## config.mk

```make
export PLATFORM = sky130hd
export DESIGN_NAME = steim_frame_difference_decoder_flat
export DESIGN_NICKNAME = d
export VERILOG_FILES = /design/src/design/sfdd_pkg.sv /design/src/design/sfdd_if.sv /design/src/design/steim_frame_difference_decoder.sv /design/src/design/sfdd_sample_calc.sv /design/src/flat_wrapper.sv
export VERILOG_INCLUDE_DIRS = /design/src /design/src/design
export SDC_FILE = /design/constraint.sdc
export NUM_CORES = 1
export LEC_CHECK = 0
export BUFFER_PORTS_ARGS = -buffer_cell sky130_fd_sc_hd__buf_4
export CAP_MARGIN = 10
export CORE_ASPECT_RATIO = 0.8
export CORE_MARGIN = 10
export CORE_UTILIZATION = 55
export DETAILED_ROUTE_END_ITERATION = 6
export PLACE_DENSITY = 0.74
export SLEW_MARGIN = 20
export SYNTH_ARGS = -nofsm -noshare
export SYNTH_HDL_FRONTEND = slang
export SYNTH_SLANG_ARGS = --single-unit
```

## constraint.sdc

```tcl
create_clock -name clk -period 13.2 [get_ports clk]
set_input_delay 0.66 -clock clk [delete_from_list [all_inputs] [get_ports clk]]
set_output_delay 0.66 -clock clk [all_outputs]
set_load 0.005 [all_outputs]
```

## src/design/steim_frame_difference_decoder_macros.svh

```systemverilog
// Assertion shorthands shared by the decoder RTL.
// Each expects clk and rst_n to be visible where it is used.
`ifndef STEIM_FRAME_DIFFERENCE_DECODER_MACROS_SVH
`define STEIM_FRAME_DIFFERENCE_DECODER_MACROS_SVH

// Same-cycle implication.
`define SFDD_ASSERT_IMP(lbl, ante, cons, msg) \
    lbl: assert property (@(posedge clk) disable iff (!rst_n) (ante) |-> (cons)) \
        else $error(msg);

// Next-cycle implication.
`define SFDD_ASSERT_NEXT(lbl, ante, cons, msg) \
    lbl: assert property (@(posedge clk) disable iff (!rst_n) (ante) |=> (cons)) \
        else $error(msg);

`endif

```

## src/design/sfdd_pkg.sv

```systemverilog
package sfdd_pkg;

    localparam int FRAME_WORDS = 16;
    localparam int POS_W       = $clog2(FRAME_WORDS);

    localparam logic [POS_W-1:0] POS_HEADER = POS_W'(0);
    localparam logic [POS_W-1:0] POS_START  = POS_W'(1);
    localparam logic [POS_W-1:0] POS_LAST   = POS_W'(2);
    localparam logic [POS_W-1:0] POS_FINAL  = POS_W'(FRAME_WORDS - 1);

    // Header bit offset of the code for data word p is 36 - 2*p.
    localparam logic [5:0] CODE_SHIFT_BASE = 6'd36;

    typedef enum logic [1:0] {
        CODE_RAW    = 2'd0,
        CODE_DIFF8  = 2'd1,
        CODE_DIFF16 = 2'd2,
        CODE_DIFF30 = 2'd3
    } code_t;

endpackage

```

## src/design/sfdd_if.sv

```systemverilog
interface sfdd_word_if;
    logic        valid;
    logic        ready;
    logic [31:0] code_word;
    logic        record_start;

    modport source (output valid, output code_word, output record_start, input ready);
    modport sink   (input valid, input code_word, input record_start, output ready);
endinterface

interface sfdd_sample_if;
    logic               valid;
    logic               ready;
    logic signed [31:0] sample;
    logic               record_end;
    logic               run_end;

    modport source (output valid, output sample, output record_end, output run_end,
                    input ready);
    modport sink   (input valid, input sample, input record_end, input run_end,
                    output ready);
endinterface

interface sfdd_cfg_if;
    logic        valid;
    logic        ready;
    logic [15:0] data;

    modport source (output valid, output data, input ready);
    modport sink   (input valid, input data, output ready);
endinterface

```

## src/design/steim_frame_difference_decoder.sv

```systemverilog
// Frame difference decoder: takes one 32-bit word of a compressed record per
// item and turns data words into 32-bit samples. Frames are 16 words: a header
// of sixteen 2-bit codes, the start value, the last value (ignored) and
// thirteen data words holding a raw sample, four 8-bit, two 16-bit or one
// 30-bit difference. Differences accumulate with a 32-bit wrap from the start
// value. After cfg sets the sample total, output stops once that many samples
// are out; the final sample carries record_end, and the last sample of each
// word carries run_end. A word flagged record_start restarts the record.
// Timing: a word stays in the decode register until it has handed its 1, 2
// or 4 samples, or none, to the single result register, which moves one
// sample per cycle while the receiver keeps ready high. The next word is
// taken in the cycle its predecessor finishes, and a stalled result only
// holds the stage behind it. A word passes the decode register and then
// the result register. Write cfg only while no word is in flight.
`include "steim_frame_difference_decoder_macros.svh"

module steim_frame_difference_decoder
    import sfdd_pkg::*;
(
    input  logic                clk,
    input  logic                rst_n,
    sfdd_word_if.sink           words,
    sfdd_sample_if.source       samples,
    sfdd_cfg_if.sink            cfg
);

    // Frame tracking and configuration
    logic [POS_W-1:0] pos_reg;
    logic [31:0]      header_reg;
    logic [31:0]      start_reg;
    logic [15:0]      total_reg;

    // Record accumulation
    logic [15:0]      emitted_reg, emitted_next;
    logic [31:0]      prior_reg;

    // Decode register: the word being expanded
    logic             run_valid_reg;
    logic [31:0]      run_word_reg;
    code_t            run_code_reg;
    logic [2:0]       run_cnt_reg;
    logic [1:0]       run_idx_reg;

    // Result register
    logic             out_valid_reg;
    logic [31:0]      out_sample_reg;
    logic             out_rec_end_reg;
    logic             out_run_end_reg;

    logic             words_fire;
    logic [POS_W-1:0] eff_pos;
    logic [POS_W-1:0] pos_next;
    logic [5:0]       code_shift;
    code_t            in_code;
    logic [2:0]       in_cnt;

    logic             slot_free;
    logic             step;
    logic             has_room;
    logic             emit;
    logic             rec_end;
    logic             last_idx;
    logic             run_done;
    logic [31:0]      base;
    logic [31:0]      calc_sample;

    assign cfg.ready = 1'b1;

    // ---------------------------------------------------------------
    // Input side: classify the word by its frame position
    // ---------------------------------------------------------------
    assign words_fire = words.valid && words.ready;
    assign eff_pos    = words.record_start ? POS_HEADER : pos_reg;
    assign pos_next   = (eff_pos == POS_FINAL) ? POS_HEADER : eff_pos + POS_W'(1);
    assign code_shift = CODE_SHIFT_BASE - 6'({eff_pos, 1'b0});

    always_comb
    begin
        in_code = code_t'(2'(header_reg >> code_shift));
        if (eff_pos == POS_HEADER || eff_pos == POS_START || eff_pos == POS_LAST)
        begin
            in_cnt = 3'd0;
        end
        else
        begin
            case (in_code)
                CODE_RAW:    in_cnt = 3'd1;
                CODE_DIFF8:  in_cnt = 3'd4;
                CODE_DIFF16: in_cnt = 3'd2;
                CODE_DIFF30: in_cnt = 3'd1;
                default:     in_cnt = 3'd1;
            endcase
        end
    end

    // ---------------------------------------------------------------
    // Expansion: one sample per cycle while the result slot is free
    // ---------------------------------------------------------------
    assign slot_free = !out_valid_reg || samples.ready;
    assign step      = run_valid_reg && slot_free;
    assign has_room  = emitted_reg < total_reg;
    assign emit      = step && (run_cnt_reg != 3'd0) && has_room;
    assign rec_end   = (emitted_reg + 16'd1) == total_reg;
    assign last_idx  = ({1'b0, run_idx_reg} == (run_cnt_reg - 3'd1));
    // Done when the word is exhausted or the record fills up mid-word.
    assign run_done  = step && ((run_cnt_reg == 3'd0) || !has_room || last_idx || rec_end);
    assign base      = (emitted_reg != 16'd0) ? prior_reg : start_reg;

    assign words.ready = !run_valid_reg || run_done;

    sfdd_sample_calc u_calc (
        .word   (run_word_reg),
        .code   (run_code_reg),
        .idx    (run_idx_reg),
        .base   (base),
        .sample (calc_sample)
    );

    // A new record clears the count; this wins over the last sample of the
    // word that finishes in the same cycle.
    always_comb
    begin
        emitted_next = emitted_reg;
        if (emit)
        begin
            emitted_next = emitted_reg + 16'd1;
        end
        if (words_fire && words.record_start)
        begin
            emitted_next = '0;
        end
    end

    always_ff @(posedge clk or negedge rst_n)
    begin
        if (!rst_n)
        begin
            pos_reg       <= POS_HEADER;
            header_reg    <= '0;
            start_reg     <= '0;
            total_reg     <= 16'd1;
            emitted_reg   <= '0;
            prior_reg     <= '0;
            run_valid_reg <= 1'b0;
            run_idx_reg   <= '0;
            out_valid_reg <= 1'b0;
        end
        else
        begin
            if (cfg.valid && cfg.ready)
            begin
                total_reg <= cfg.data;
            end

            emitted_reg <= emitted_next;
            if (emit)
            begin
                prior_reg <= calc_sample;
            end

            // Advance within the word, or retire it and take the next one.
            if (step && !run_done)
            begin
                run_idx_reg <= run_idx_reg + 2'd1;
            end

            if (words_fire)
            begin
                pos_reg       <= pos_next;
                run_valid_reg <= 1'b1;
                run_idx_reg   <= '0;
                if (eff_pos == POS_HEADER)
                begin
                    header_reg <= words.code_word;
                end
                if (eff_pos == POS_START)
                begin
                    start_reg <= words.code_word;
                end
            end
            else if (run_done)
            begin
                run_valid_reg <= 1'b0;
            end

            // Result register: load on emit, drop once taken.
            if (emit)
            begin
                out_valid_reg <= 1'b1;
            end
            else if (samples.ready)
            begin
                out_valid_reg <= 1'b0;
            end
        end
    end

    // Payload registers hold their value without reset.
    always_ff @(posedge clk)
    begin
        if (words_fire)
        begin
            run_word_reg <= words.code_word;
            run_code_reg <= in_code;
            run_cnt_reg  <= in_cnt;
        end
        if (emit)
        begin
            out_sample_reg  <= calc_sample;
            out_rec_end_reg <= rec_end;
            out_run_end_reg <= last_idx || rec_end;
        end
    end

    assign samples.valid      = out_valid_reg;
    assign samples.sample     = $signed(out_sample_reg);
    assign samples.record_end = out_rec_end_reg;
    assign samples.run_end    = out_run_end_reg;

    // ---------------------------------------------------------------
    // Assertions
    // ---------------------------------------------------------------
    `SFDD_ASSERT_IMP(a_rec_end_ends_run,
        out_valid_reg && out_rec_end_reg, out_run_end_reg,
        "record_end without run_end")

    `SFDD_ASSERT_IMP(a_idx_in_range,
        run_valid_reg && (run_cnt_reg != 3'd0), ({1'b0, run_idx_reg} < run_cnt_reg),
        "sample index past end of word")

    `SFDD_ASSERT_NEXT(a_count_advances,
        emit && !(words_fire && words.record_start),
        emitted_reg == $past(emitted_reg) + 16'd1,
        "sample count did not advance on emit")

    `SFDD_ASSERT_NEXT(a_total_reached,
        emit && rec_end && !(words_fire && words.record_start),
        emitted_reg == total_reg,
        "record_end sample did not reach the total")

endmodule

```

## src/design/sfdd_sample_calc.sv

```systemverilog
module sfdd_sample_calc
    import sfdd_pkg::*;
(
    input  logic [31:0] word,
    input  code_t       code,
    input  logic [1:0]  idx,
    input  logic [31:0] base,
    output logic [31:0] sample
);

    logic [7:0]  diff8;
    logic [15:0] diff16;
    logic [31:0] diff;

    always_comb
    begin
        // Most significant piece first: idx 0 takes the top byte or half.
        diff8  = 8'(word >> {~idx, 3'b000});
        diff16 = 16'(word >> {~idx[0], 4'b0000});
        diff   = '0;
        sample = word;
        case (code)
            CODE_RAW:
            begin
                sample = word;
            end
            CODE_DIFF8:
            begin
                diff   = {{24{diff8[7]}}, diff8};
                sample = base + diff;
            end
            CODE_DIFF16:
            begin
                diff   = {{16{diff16[15]}}, diff16};
                sample = base + diff;
            end
            CODE_DIFF30:
            begin
                diff   = {{2{word[29]}}, word[29:0]};
                sample = base + diff;
            end
            default:
            begin
                sample = word;
            end
        endcase
    end

endmodule

```

## src/flat_wrapper.sv

```systemverilog
// flat-port wrapper written by rule: the top's interface ports become plain ports
module steim_frame_difference_decoder_flat import sfdd_pkg::*;
  (clk, rst_n, words_valid, words_code_word, words_record_start, words_ready, samples_valid, samples_sample, samples_record_end, samples_run_end, samples_ready, cfg_valid, cfg_data, cfg_ready);
  sfdd_word_if words_i ();
  sfdd_sample_if samples_i ();
  sfdd_cfg_if cfg_i ();
  input  logic clk;
  input  logic rst_n;
  input wire logic [$bits(words_i.valid)-1:0] words_valid;
  input wire logic [$bits(words_i.code_word)-1:0] words_code_word;
  input wire logic [$bits(words_i.record_start)-1:0] words_record_start;
  output wire logic [$bits(words_i.ready)-1:0] words_ready;
  output wire logic [$bits(samples_i.valid)-1:0] samples_valid;
  output wire logic [$bits(samples_i.sample)-1:0] samples_sample;
  output wire logic [$bits(samples_i.record_end)-1:0] samples_record_end;
  output wire logic [$bits(samples_i.run_end)-1:0] samples_run_end;
  input wire logic [$bits(samples_i.ready)-1:0] samples_ready;
  input wire logic [$bits(cfg_i.valid)-1:0] cfg_valid;
  input wire logic [$bits(cfg_i.data)-1:0] cfg_data;
  output wire logic [$bits(cfg_i.ready)-1:0] cfg_ready;
  assign words_i.valid = words_valid;
  assign words_i.code_word = words_code_word;
  assign words_i.record_start = words_record_start;
  assign words_ready = words_i.ready;
  assign samples_valid = samples_i.valid;
  assign samples_sample = samples_i.sample;
  assign samples_record_end = samples_i.record_end;
  assign samples_run_end = samples_i.run_end;
  assign samples_i.ready = samples_ready;
  assign cfg_i.valid = cfg_valid;
  assign cfg_i.data = cfg_data;
  assign cfg_ready = cfg_i.ready;
  steim_frame_difference_decoder u_core (.clk(clk), .rst_n(rst_n), .words(words_i), .samples(samples_i), .cfg(cfg_i));
endmodule
```

## Yosys cells after proc, flatten, opt, wreduce, memory -nomap -nowiden

Index checks and enable logic that the tools add are counted.

| operators by class | value |
|---|---|
| add/subtract/negate cells | 8 |
| $lt $le $gt $ge | 1 |
| equal/unequal tests | 11 |
| shift operators | 3 |
| muxes and demuxes | 13 |
| bitwise logic cells | 2 |
| reductions and logical operators | 32 |

Operator list:

| kind | number |
|---|---|
| 32-bit case mux with 4 select lines | 1 |
| 32-bit adder | 3 |
| 16-bit two-way mux | 2 |
| 32-bit two-way mux | 1 |
| 32-bit by 5-bit >> shifter with 16-bit output | 1 |
| 32-bit by 5-bit >> shifter with 8-bit output | 1 |
| 32-bit by 6-bit >> shifter with 2-bit output | 1 |
| 16-bit by 1-bit adder with 16-bit output, second input constant | 1 |
| 16-bit == test | 1 |
| 16-bit < comparator | 1 |
| 16-bit nonzero test | 1 |
| 3-bit case mux with 3 select lines | 1 |
| 2-bit == test, second input constant | 4 |
| 1-bit logical OR | 8 |
| 4-bit two-way mux | 2 |
| 2-bit nonzero test | 4 |
| 1-bit logical AND | 7 |
| 6-bit by 5-bit subtractor with 6-bit output, first input constant | 1 |
| 4-bit by 1-bit adder with 4-bit output, second input constant | 1 |
| 2-bit by 1-bit == test with 1-bit output, second input constant | 2 |
| 4-bit by 1-bit == test with 1-bit output, second input constant | 1 |
| 4-bit by 2-bit == test with 1-bit output, second input constant | 1 |
| 4-bit == test, second input constant | 1 |
| 1-bit zero test | 4 |
| 13 further kinds | 19 |

| word-level totals | value |
|---|---|
| flip-flop bits (word level) | 207 |
| bits of input ports | 54 |
| output and inout bits | 37 |
| logic and storage cells | 85 |

## Depth between registers and ports, before layout

Gate-level depths: netlist (run 1).

| depth | value |
|---|---|
| depth in word-level cells | 10 |
| depth in mapped cells | 17 |
| depth with buffers taken out | 16 |

## Cells and area by module

Synthesis (run 1) repeated with hierarchy kept, for this count alone.

| second synthesis, totals | value |
|---|---|
| cells, all modules | 1142 |
| area total of the unflattened synthesis | 12395.6 um2 |

Modules (own cells, without submodules):

| module | times used | cells an instance | area each (um2) | sequential area each (um2) |
|---|---|---|---|---|
| steim_frame_difference_decoder | 1 | 674 | 9550.4 | 5536.6 |
| sfdd_sample_calc | 1 | 468 | 2845.2 | 0.0 |

## Least setup slack after synthesis (run 1)

Ideal clock, no wire load.

| timing path | value |
|---|---|
| kind | reg-to-reg |
| start | reg u_core.run_idx_reg[1] |
| end | reg u_core.prior_reg[19] |
| arrival | 4294 ps |
| required time | 13075 ps |
| slack | 8781 ps |
| cell stages (with the launch flop) | 16 |
| path buffers | 2 |
| cells stage by stage | dfrtp_1 > clkbuf_1 > mux4_2 > nor2_1 > clkbuf_1 > a31oi_1 > ha_1 > and3_1 > and3_1 > nor3b_1 > o41ai_1 > o21ai_0 > a221oi_1 > xor2_1 > a21oi_1 > mux2_2 |

| between the ends | value |
|---|---|
| longest elaborated chain between the ends | 4 |

Ends and longest elaborated chain:

| what | RTL line | text |
|---|---|---|
| start, declared | steim_frame_difference_decoder.sv:42 | `logic [1:0] run_idx_reg;` |
| start signal, assigned | steim_frame_difference_decoder.sv:164 | `run_idx_reg <= run_idx_reg + 2'd1;` |
| 2-bit NOT | sfdd_sample_calc.sv:18 | `diff8 = 8'(word >> {~idx, 3'b000});` |
| 32-bit by 5-bit >> shifter with 8-bit output | sfdd_sample_calc.sv:18 |  |
| 32-bit adder | sfdd_sample_calc.sv:30 | `sample = base + diff;` |
| 32-bit case mux with 4 select lines | sfdd_sample_calc.sv:22 | `case (code)` |
| net u_core.calc_sample[19] | steim_frame_difference_decoder.sv:65 | `logic [31:0] calc_sample;` |
| end signal, assigned | steim_frame_difference_decoder.sv:158 | `prior_reg <= calc_sample;` |
| end, declared | steim_frame_difference_decoder.sv:35 | `logic [31:0] prior_reg;` |

The timed path passes the listed nets, and every way through them passes these cells.
A chain may end at the register's enable or synchronous reset.

## Final worst setup path (run 1)

| timing path | value |
|---|---|
| start | reg u_core.emitted_reg[9] |
| end | reg u_core.prior_reg[19] |

| between the ends | value |
|---|---|
| longest elaborated chain between the ends | 4 |
| elaborated cells between the ends (all ways) | 8 |
| classes of those cells | 3 x add/sub; 1 x order compare; 2 x mux; 2 x reduce/logical |

Ends and longest elaborated chain:

| what | RTL line | text |
|---|---|---|
| start, declared | steim_frame_difference_decoder.sv:34 | `logic [15:0] emitted_reg, emitted_next;` |
| start signal, assigned | steim_frame_difference_decoder.sv:155 | `emitted_reg <= emitted_next;` |
| 16-bit nonzero test * | steim_frame_difference_decoder.sv:107 | `assign base = (emitted_reg != 16'd0) ? prior_reg : start_reg;` |
| 32-bit two-way mux * | steim_frame_difference_decoder.sv:107 |  |
| 32-bit adder (on tied branches) | sfdd_sample_calc.sv:40, sfdd_sample_calc.sv:30, sfdd_sample_calc.sv:35 |  |
| 32-bit case mux with 4 select lines * | sfdd_sample_calc.sv:22 |  |
| net u_core.calc_sample[19] | steim_frame_difference_decoder.sv:65 |  |

The timed path passes the listed nets; every way through them passes the cells marked *.

==> metrics.md, run 1 <==
| Metric | Value |
|---|---|
| Overall Global Routing Usage | 22.0% |
| Footprint of the multi-input gates | 5810 um^2 |
| Maximum fanout along the worst path | 32 |
| Highest metal used | met4 |
| Share of layout cells above drive strength 1 | 21.2% |
| Largest net degree at the start of global routing | 81 |
| Crit end category | flop |
| CP Launch Type | flop |
| Total power divided by cell area | 264 nW/um^2 |
| Count leader, synth | nand2_1 |
| Initial antenna violation count | 1 |
| Setup TNS | 0 ns |
| Logic pwr share | 50.2% |
| Synth top cells by count | nand2_1, dfrtp_1, mux2_2 |
| Post-placement cell count | about 1400 |
| Crit-path cells | nor4_1 > nand4_1 > buf_4 > mux2_2 > ha_1 > a211o_1 > a211oi_2 > nor3b_1 > o41ai_1 > buf_4 > o21ai_0 > a221oi_1 > xor2_1 > a21oi_1 > mux2_2 |
| Clock power frac | between 10% and 20% |
| Slew Viols, Final | 0 |
| CTS buffer count | 22 |
| Drt first pass iters | 5 |
| Rel. slew slack | around two fifths |
| Avg Cell Area, Syn | 10.8 um^2 |
| DRT antenna net count | 0 |
| Post-Synth Adder-Cell Area | under 10% |
| Synthesis-to-layout area growth | 12.8% |
| IO Count | 91 |
| Tmin final | ~4.7 ns |
| Site Rows | 47 |
| Number of flops mapped to enable cells by yosys | between 70 and 80 |
| Distinct cell type count after synthesis | 70 |
| Synthesized area | between 10000 and 15000 um^2 |
| Clock sinks | 207 |
| Clk pin slew, worst setup/hold paths | about 0.060 ns |
| WL met1 | about 15 mm |
| Later-pin clock latency in the skew report | between 0.5 and 0.6 ns |
| CORE AREA | roughly 21000 um^2 |
| H-tree depth | 1 |
| CTS Root Cell | clkbuf_16 |
| Register area | between 5000 and 6000 um^2 |
| Post-CTS Setup Bufs | 0 |
| Yosys warns | 0 |
| Synth Area in Compound Gates | 10.7% |
| Largest family of logic cells by synthesized area | multiplexers |
| Seq pwr share | between 30% and 40% |
| Slew @ Worst Pin | 0.886 ns |
| CTS tree | done |
| Drt total wl | just over 30 mm |
| WL/cell | approximately 21 um |
| Slowest cell on crit path | nor4_1 |
| Post-Synth XOR/XNOR Area | slightly below 5% |
| Sw frac | 39.4% |
| Achievable Freq | between 0.2 and 0.25 GHz |
| CP top delay family | compound AO/OA/AOI/OAI gates |
| DR DRC count | 0 |
| Post-CTS Resized | 0 |
| Internal | between 2000 and 2500 uW |
| DR iter-0 viols | 969 |
| Synth area leader | dfrtp_1 |
| Tcrit/Tclk final | between 30% and 40% |
| Nets | approximately 1300 |
| Leakage power | between 0.005 and 0.006 uW |
| WP buf/inv | 2 |
| First-pass GRT wire length | between 40 and 50 mm |
| RSZ-0062 raised after global routing | no |
| Seq cells post-synth | a little over 200 |
| Synth top area share | 28.8% |
| Max cap viols | 0 |
| CP Data Arrival Time | ~5 ns |
| Fill count | about 1700 |
| HP Class | in -> async |
| Vias in the first global route | around 8200 |
| Vias | about 8700 |
| Critical path's largest stage delay | between 0.5 and 0.6 ns |
| Die Width | roughly 180 um |
| Die height | between 150 and 200 um |
| PortBufs | 89 |
| Grt total ovfl | 0 |
| Total Power | about 3500 uW |
| Post-synth net total | 1200 |
| Hold_buf cts | 0 |
| Die area | around 28000 um^2 |
| Met3 wire length | ~3.3 mm |
| Final setup viols | 0 |
| Initial Utilization | 56.4% |
| RD Place Congestion | 0.942 |
| Setup CP Type | reg -> reg |
| Post-Layout Cell Count | about 1400 |
| Routed wl met2 | between 10 and 15 mm |
| Peak supply drop | 130 uV |
| Post-synthesis mux area share | around 15% |
| Main flop type after synthesis | dfrtp_1 |
| Post-Route Skew | 0.0135 ns |
| HPWL Detailed | between 20 and 25 mm |
| Maximum buffer depth of the clock tree | 3 |
| Vias/cell | 6.03 |
| Synth Area in Simple Gates | between 10% and 20% |
| Async SR Flop Fraction | 65.7% |
| Worst EP required | between 10 and 15 ns |
| Fin. Hold Viols | 0 |
| Outcome | complete, no violations |
| Register area share after synthesis | between 40 and 50% |
| Net Switching | 1380 uW |
| Synth top area cells | dfrtp_1, edfxtp_1, mux2_2 |
| Mapped Cells | 1088 |
## cell usage in the layout (no fill, tap or decap), types with 28 or more instances in the layout
cell type / count
xnor2_1: 28
o21ai_0: 46
mux2_2: 87
buf_4: 96
edfxtp_1: 71
a31oi_1: 36
dfrtp_1: 135
ha_1: 57
inv_1: 35
nand2_1: 148
a21oi_1: 51
nor2_1: 77
xor2_1: 38
## area by class of cell
class | count | area share, %
multi-input cells | 789 | 43.9
flip-flops and latches | 207 | 41.8
repair buffers | 97 | 5.52
clock buffers | 33 | 4.54
well taps | 269 | 2.54
inverters | 37 | 1.06
clock inverters | 7 | 0.661
diodes | 1 | 0.0189
## stage by stage
stage	utilization [%]	cell area, um^2	hold WS (ns)	setup WS, ns
floorplan	-	11700	0.364	8.78
global placement	60.3	12600	0.453	8.69
detailed placement	60.3	12600	0.464	8.66
CTS	63.6	13200	0.218	8.60
global route	63.6	13200	0.239	8.13
finish	63.7	13300	0.172	8.53
## logic make-up (layout without fill, tap and decap cells)
logic type	Yosys count	after routing
compound gates	200	200
xor+xnor	66	66
fa+ha+maj	58	58
buf+inv	92	174
flops	207	207
mux	137	137
other cells	1	2
simple gates	327	327
## metal layers
metal | global-route usage, % | vias to the layer above
met5 | 0 | -
met2 | 29.2 | 395
li1 | - | 4046
met4 | 3.56 | 0
met1 | 35.0 | 4207
met3 | 5.78 | 29
## power groups by stage
stage	Clock (uW)	Combinational, uW	Sequential (uW)
3_3_place_gp	0	1720	1140
6_report	593	1750	1150
4_1_cts	601	1740	1140
3_5_place_dp	0	1730	1150
5_1_grt	631	1950	1170
2_1_floorplan	0	1340	1050
## path summary, 6_finish.rpt
check,start,endpoint,slack (ns),cells past startpoint
setup / recovery,u_core.emitted_reg[9]$_DFFE_PN0P_,u_core.prior_reg[19]$_DFFE_PN0P_,8.53,15
hold / removal,rst_n,u_core.total_reg[3]$_DFFE_PN0P_,0.17,1
setup reg to reg,u_core.emitted_reg[9]$_DFFE_PN0P_,u_core.prior_reg[19]$_DFFE_PN0P_,8.53,15
hold reg to reg,u_core.prior_reg[6]$_DFFE_PN0P_,u_core.prior_reg[6]$_DFFE_PN0P_,0.48,2
max in group asynchronous,rst_n,u_core.prior_reg[7]$_DFFE_PN0P_,11.78,2
min in group clk,words_code_word[24],u_core.run_word_reg[24]$_DFFE_PP_,0.33,1
No activity file was read; power rests on OpenSTA's default activity.
==> run 2: changes to the inputs <==
==> constraint.sdc (replaced) <==
create_clock -name clk -period 4.9 [get_ports clk]
set_input_delay 0.245 -clock clk [delete_from_list [all_inputs] [get_ports clk]]
set_output_delay 0.245 -clock clk [all_outputs]
set_load 0.005 [all_outputs]
==> run 2 against run 1 <==
Net effect:
- maximum frequency is 1.8% higher
- via count rose by 4.2%
- worst hold slack worse by 0.16 ns
- clock-buffer cell count down 8
- critical endpoint is now u_core.samples.sample[24]$_DFFE_PP_
- global-route usage is 1.2 points higher
- power rose to 2.8 times the previous value
- critical path depth unchanged
- wire length rose by 6.3%
==> metrics.md, run 2 (same netlist as run 1, synthesis figures left out) <==
| Metric | Value |
|---|---|
| Outcome | complete, no violations |
| PortBufs | 89 (unchanged) |
| CP Data Arrival Time | 4.85 ns (-0.22 ns) |
| Site Rows | 47 (unchanged) |
| CTS buffer count | 22 (unchanged) |
| Leakage power | 0.00610 uW (+5.0%) |
| Initial Utilization | 56.4% (unchanged) |
| HPWL Detailed | 22.9 mm (+2.3%) |
| Fin. Hold Viols | 0 (unchanged) |
| Final setup viols | 0 (unchanged) |
| Setup CP Type | reg -> reg |
| Slowest cell on crit path | nor4_2 |
| WL/cell | 21.6 um (+2.3%) |
| DRT antenna net count | 0 (unchanged) |
| Drt first pass iters | 5 (unchanged) |
| WL met1 | 15.3 mm (+4.0%) |
| Footprint of the multi-input gates | 5820 um^2 (+0.11%) |
| Initial antenna violation count | 0 (-1) |
| Vias/cell | 6.04 (+0.28%) |
| RD Place Congestion | 0.952 (+1.0%) |
| Largest net degree at the start of global routing | 99 (+22%) |
| Drt total wl | 32.3 mm (+6.3%) |
| Register area | 5540 um^2 (unchanged) |
| Slew Viols, Final | 0 (unchanged) |
| Total Power | 9680 uW (+180%) |
| Peak supply drop | 396 uV (+200%) |
| Routed wl met2 | 13.3 mm (+11%) |
| CORE AREA | 20800 um^2 (unchanged) |
| CTS tree | done |
| Clock sinks | 207 (unchanged) |
| WP buf/inv | 1 (-1) |
| Crit end category | flop |
| Highest metal used | met4 |
| Achievable Freq | 0.218 GHz (+1.8%) |
| Total power divided by cell area | 697 nW/um^2 (+160%) |
| Nets | 1324 (+4.6%) |
| Slew @ Worst Pin | 1.08 ns (+0.192 ns) |
| DR iter-0 viols | 960 (-0.93%) |
| Post-CTS Setup Bufs | 0 (unchanged) |
| Maximum buffer depth of the clock tree | 3 (unchanged) |
| Post-Route Skew | 0.0180 ns (+0.00448 ns) |
| RSZ-0062 raised after global routing | no |
| Worst EP required | 5.17 ns (-8.43 ns) |
| Rel. slew slack | 28.0% (-13 points) |
| Clk pin slew, worst setup/hold paths | 0.07 ns (about the same) |
| Commonest non-fill, non-tap cell in the layout | nand2_1 |
| DR DRC count | 0 (unchanged) |
| H-tree depth | 1 (unchanged) |
| Fill count | 1648 (-2.0%) |
| CTS Root Cell | clkbuf_16 |
| Grt total ovfl | 0 (unchanged) |
| ANT cells | 0 (-1) |
| First-pass GRT wire length | 50.5 mm (+5.1%) |
| Die Width | 183 um (unchanged) |
| Met3 wire length | 3.20 mm (-3.1%) |
| Maximum fanout along the worst path | 20 (-38%) |
| Later-pin clock latency in the skew report | 0.53 ns (about the same) |
| Max cap viols | 0 (unchanged) |
| IO Count | 91 (unchanged) |
| Commonest non-fill, non-tap cells in the layout | nand2_1, dfrtp_1, buf_4 |
| Die height | 151 um (unchanged) |
| WHS | 0.0168 ns (-0.156 ns) |
| Tmin final | 4.59 ns (-0.0835 ns) |
| Overall Global Routing Usage | 23.2% (+1.2 points) |
| CP top delay family | compound AO/OA/AOI/OAI gates |
| Placed cell area | 12600 um^2 (+0.58%) |
| HP Class | in -> reg |
| Synthesis-to-layout area growth | 18.2% |
| Critical path's largest stage delay | 0.53 ns (about the same) |
| CP Launch Type | flop |
| Vias | 9040 (+4.2%) |
| Vias in the first global route | 8724 (+6.8%) |
| Share of layout cells above drive strength 1 | 21.5% (+0.32 points) |
| Most frequent CP cell | a31oi_1 |
| Crit-path cells | nor4_2 > nand4_1 > buf_4 > mux2_2 > ha_1 > fa_1 > a21oi_1 > nor2_1 > o211ai_1 > a31oi_1 > nand2b_1 > a41o_1 > a31oi_1 > xor2_1 > o21ai_0 |
| Setup TNS | 0 ns (unchanged) |
| Tcrit/Tclk final | 93.6% (+58 points) |
| Final instance area | 13900 um^2 (+4.8%) |
| Die area | 27600 um^2 (unchanged) |
==> run 2: cell count changes in the layout (fill, tap and decap cells not counted), moves of 2 or more <==
cell / change
clkbuf_1: -8
dlygate4sd3_1: +50
clkinv_2: +4
bufinv_16: +2
buf_4: +7
==> run 2: routing by layer <==
metal  vias up  track usage, %
met5         -               0
met4         0            4.17
met3        37            5.23
met1      4465            35.8
li1       4159               -
met2       379            32.5
==> run 2: area by class of cell <==
type | instances | share of cell area [%]
multi-input combinational | 789 | 41.9
sequential | 207 | 39.9
timing repair buffer | 155 | 9.40
clock buffer | 25 | 4.12
tap | 269 | 2.42
clock inverter | 14 | 1.27
inverter | 37 | 1.01
==> run 2: power by group <==
group	leakage [uW]	switching (uW)	internal, uW
Sequential	0.00235	509	2570
Clock	0.000372	714	1010
Combinational	0.00338	2600	2270
Total	0.00610	3830	5850
==> run 2: worst min-delay path: cells and delay by family <==
family | cells | cell delay (ns)
buffers and inverters | 1 | 0.08
and+or+nand+nor | 2 | 0.18
==> run 2: worst paths after layout <==
check / startpoint / end / slack (ns) / cells past startpoint
min in group asynchronous: rst_n / u_core.total_reg[2]$_DFFE_PN0P_ / 0.41 / 2
hold / removal: samples_ready / u_core.samples.valid$_DFFE_PN0P_ / 0.02 / 3
hold reg to reg: u_core.prior_reg[2]$_DFFE_PN0P_ / u_core.prior_reg[2]$_DFFE_PN0P_ / 0.48 / 2
max in group asynchronous: rst_n / u_core.prior_reg[8]$_DFFE_PN0P_ / 3.43 / 3
setup reg to reg: u_core.emitted_reg[10]$_DFFE_PN0P_ / u_core.samples.sample[24]$_DFFE_PP_ / 0.31 / 15
setup / recovery: u_core.emitted_reg[10]$_DFFE_PN0P_ / u_core.samples.sample[24]$_DFFE_PP_ / 0.31 / 15
==> run 2: what timing repair did <==
| item | 4_1_cts | 5_1_grt |
|---|---|---|
| resized for setup | 0 | 1 |
| hold buffers | 50 | 0 |
| hold endpoints to repair | 202 | 0 |
| setup endpoints to repair | 0 | 8 |
==> run 2: stage by stage <==
stage	setup WS [ns]	std cells	util, %
floorplan	0.481	1088	-
global placement	0.446	1407	60.7
detailed placement	0.379	1407	60.7
CTS	0.272	1496	66.7
global route	0.0286	1496	66.7
finish	0.313	1496	66.7
==> run 3: changes to the inputs <==
--- a/config.mk
+++ b/config.mk
@@ -13,6 +13,7 @@
 export CORE_UTILIZATION = 55
 export DETAILED_ROUTE_END_ITERATION = 6
 export PLACE_DENSITY = 0.74
+export REMOVE_ABC_BUFFERS = 1
 export SLEW_MARGIN = 20
 export SYNTH_ARGS = -nofsm -noshare
 export SYNTH_HDL_FRONTEND = slang
==> run 3 against run 2 <==
Net effect:
- die area unchanged
- combinational power increased by 2%
- via count about the same
- cell count increased by 0.53%
- sequential power decreased by 3%
- worst setup slack improved by 0.049 ns
- first-iteration DRC count decreased by 7.5%
- clock skew increased by 0.0047 ns
- utilization decreased by 0.13 points
- flip-flop and latch count unchanged
- critical path type unchanged
- largest power group unchanged
==> metrics.md, run 3 (same netlist as run 1, synthesis figures left out) <==
| Metric | Value |
|---|---|
| Outcome | complete, no violations |
| Clk pin slew, worst setup/hold paths | 0.06 ns (about the same) |
| Post-placement cell count | 1418 (+0.78%) |
| Vias | 9032 (-0.088%) |
| Hold Startpoint | cfg_data[8] |
| Synthesis-to-layout area growth | 18.0% |
| Site Rows | 47 (unchanged) |
| Later-pin clock latency in the skew report | 0.50 ns (-0.03 ns) |
| CTS Root Cell | clkbuf_16 |
| Final instance area | 13900 um^2 (-0.19%) |
| Max cap viols | 0 (unchanged) |
| Fin. Hold Viols | 0 (unchanged) |
| CP Data Arrival Time | 4.92 ns (+0.07 ns) |
| Grt total ovfl | 0 (unchanged) |
| RD Place Congestion | 0.972 (+2.1%) |
| Maximum buffer depth of the clock tree | 3 (unchanged) |
| HPWL Detailed | 22.1 mm (-3.2%) |
| DR iter-0 viols | 888 (-7.5%) |
| Tmin final | 4.54 ns (-0.0488 ns) |
| Worst reg2reg path depth | 14 (-1) |
| Tcrit/Tclk final | 92.6% (-1.0 points) |
| Initial Utilization | 56.4% (unchanged) |
| RSZ-0062 raised after global routing | no |
| CTS tree | done |
| Vias/cell | 6.01 (-0.62%) |
| Worst flop-to-flop path startpoint | u_core.run_idx_reg[0]$_DFFE_PN0P_ |
| Nets | 1335 (+0.83%) |
| Total Power | 9540 uW (-1.5%) |
| Worst EP required | 5.28 ns (+0.11 ns) |
| Slowest cell on crit path | dfrtp_1 |
| CP startpoint | u_core.run_idx_reg[0]$_DFFE_PN0P_ |
| Final Util | 66.6% (-0.13 points) |
| Die height | 151 um (unchanged) |
| ANT cells | 0 (unchanged) |
| Rel. slew slack | 44.3% (+16 points) |
| Total power divided by cell area | 688 nW/um^2 (-1.3%) |
| CTS buffer count | 21 (-4.5%) |
| PortBufs | 89 (unchanged) |
| End point of the critical path | u_core.prior_reg[19]$_DFFE_PN0P_ |
| Die area | 27600 um^2 (unchanged) |
| Maximum fanout along the worst path | 14 (-30%) |
| Post-Layout Cell Count | 1504 (+0.53%) |
| Commonest non-fill, non-tap cells in the layout | nand2_1, dfrtp_1, buf_4 |
| Slew @ Worst Pin | 0.836 ns (-0.243 ns) |
| Overall Global Routing Usage | 22.7% (-0.52 points) |
| IO Count | 91 (unchanged) |
| Fill count | 1577 (-4.3%) |
| Drt total wl | 31.0 mm (-4.0%) |
| Clock sinks | 207 (unchanged) |
| HP Class | in -> reg |
| Largest net degree at the start of global routing | 59 (-40%) |
| DR DRC count | 0 (unchanged) |
| Crit-path cells | nor2_1 > nand2_1 > a31oi_1 > ha_1 > a211o_1 > a211oi_2 > nor3b_1 > o41ai_1 > buf_4 > o21ai_0 > a221oi_1 > xor2_1 > a21oi_1 > mux2_2 |
| WHS | 0.0208 ns (+0.00398 ns) |
| Final setup viols | 0 (unchanged) |
| Critical path's largest stage delay | 0.65 ns (+0.12 ns) |
| Placed cell area | 12700 um^2 (+0.65%) |
| WL/cell | 20.6 um (-4.5%) |
| Leakage power | 0.00610 uW (about the same) |
| Post-Route Skew | 0.0226 ns (+0.00466 ns) |
| Vias in the first global route | 9081 (+4.1%) |
| Crit end category | flop |
| Slew Viols, Final | 0 (unchanged) |
| Drt first pass iters | 5 (unchanged) |
| Peak supply drop | 412 uV (+4.1%) |
| Initial antenna violation count | 0 (unchanged) |
| CORE AREA | 20800 um^2 (unchanged) |
| Die Width | 183 um (unchanged) |
| Reg2reg end | u_core.prior_reg[19]$_DFFE_PN0P_ |
| First-pass GRT wire length | 50.2 mm (-0.48%) |
| Flop-to-flop setup slack | 0.36 ns (+0.05 ns) |
| CP Launch Type | flop |
| Setup CP Type | reg -> reg |
| H-tree depth | 1 (unchanged) |
| Share of layout cells above drive strength 1 | 21.8% (+0.27 points) |
| Commonest non-fill, non-tap cell in the layout | nand2_1 |
| Achievable Freq | 0.220 GHz (+1.1%) |
| DRT antenna net count | 0 (unchanged) |
==> run 3: metal layers <==
metal | routed length [um] | GRT usage [%]
met1 | 13800 | 32.0
met4 | 629 | 5.11
met5 | 0 | 0
met2 | 13700 | 34.9
met3 | 2860 | 5.03
==> run 3: area by class of cell <==
| cell class | instances | area, um^2 | area share [%] |
|---|---|---|---|
| Multi-Input combinational cell | 789 | 5810 | 41.9 |
| Sequential cell | 207 | 5540 | 39.9 |
| Timing Repair Buffer | 167 | 1390 | 10.0 |
| Clock buffer | 30 | 589 | 4.25 |
| Tap cell | 269 | 337 | 2.43 |
| Inverter | 37 | 140 | 1.01 |
| Clock inverter | 5 | 51.3 | 0.370 |
==> run 3: stage by stage <==
stage               setup WS (ns)  setup TNS [ns]
global route               0.0133               0
CTS                         0.435               0
global placement            0.191               0
finish                      0.362               0
detailed placement         0.0543               0
floorplan                  -0.238          -0.937
==> run 3: critical path: cells and delay by family, from the launching register on <==
kind	cells	cell delay, ns
buf+inv	1	0.22
xor+xnor	1	0.18
mux	1	0.31
compound gates	7	1.94
fa+ha+maj	1	0.33
flops	1	0.65
simple gates	3	0.79
==> run 3: worst min-delay path by stage <==
stage | to | cells past startpoint
2_1_floorplan | u_core.emitted_reg[0]$_DFFE_PN0P_ | 0
3_3_place_gp | u_core.total_reg[7]$_DFFE_PN0P_ | 1
3_5_place_dp | u_core.total_reg[5]$_DFFE_PN0P_ | 1
4_1_cts | u_core.total_reg[8]$_DFFE_PN0P_ | 3
5_1_grt | u_core.total_reg[8]$_DFFE_PN0P_ | 3
6_report | u_core.total_reg[8]$_DFFE_PN0P_ | 3
==> run 3: what timing repair did <==
| item | CTS | global route |
|---|---|---|
| hold buffers | 49 | 0 |
| endpoints found under the hold margin | 108 | 0 |
| setup buffers | 2 | 0 |
| gates resized for setup | 0 | 0 |
| setup endpoints to repair | 1 | 0 |
==> run 3: power breakdown <==
part / leakage (uW) / internal [uW] / switching [uW]
combinational: 0.00344 / 2300 / 2700
sequential: 0.00235 / 2570 / 424
clock: 0.000318 / 886 / 661
total: 0.00610 / 5760 / 3780
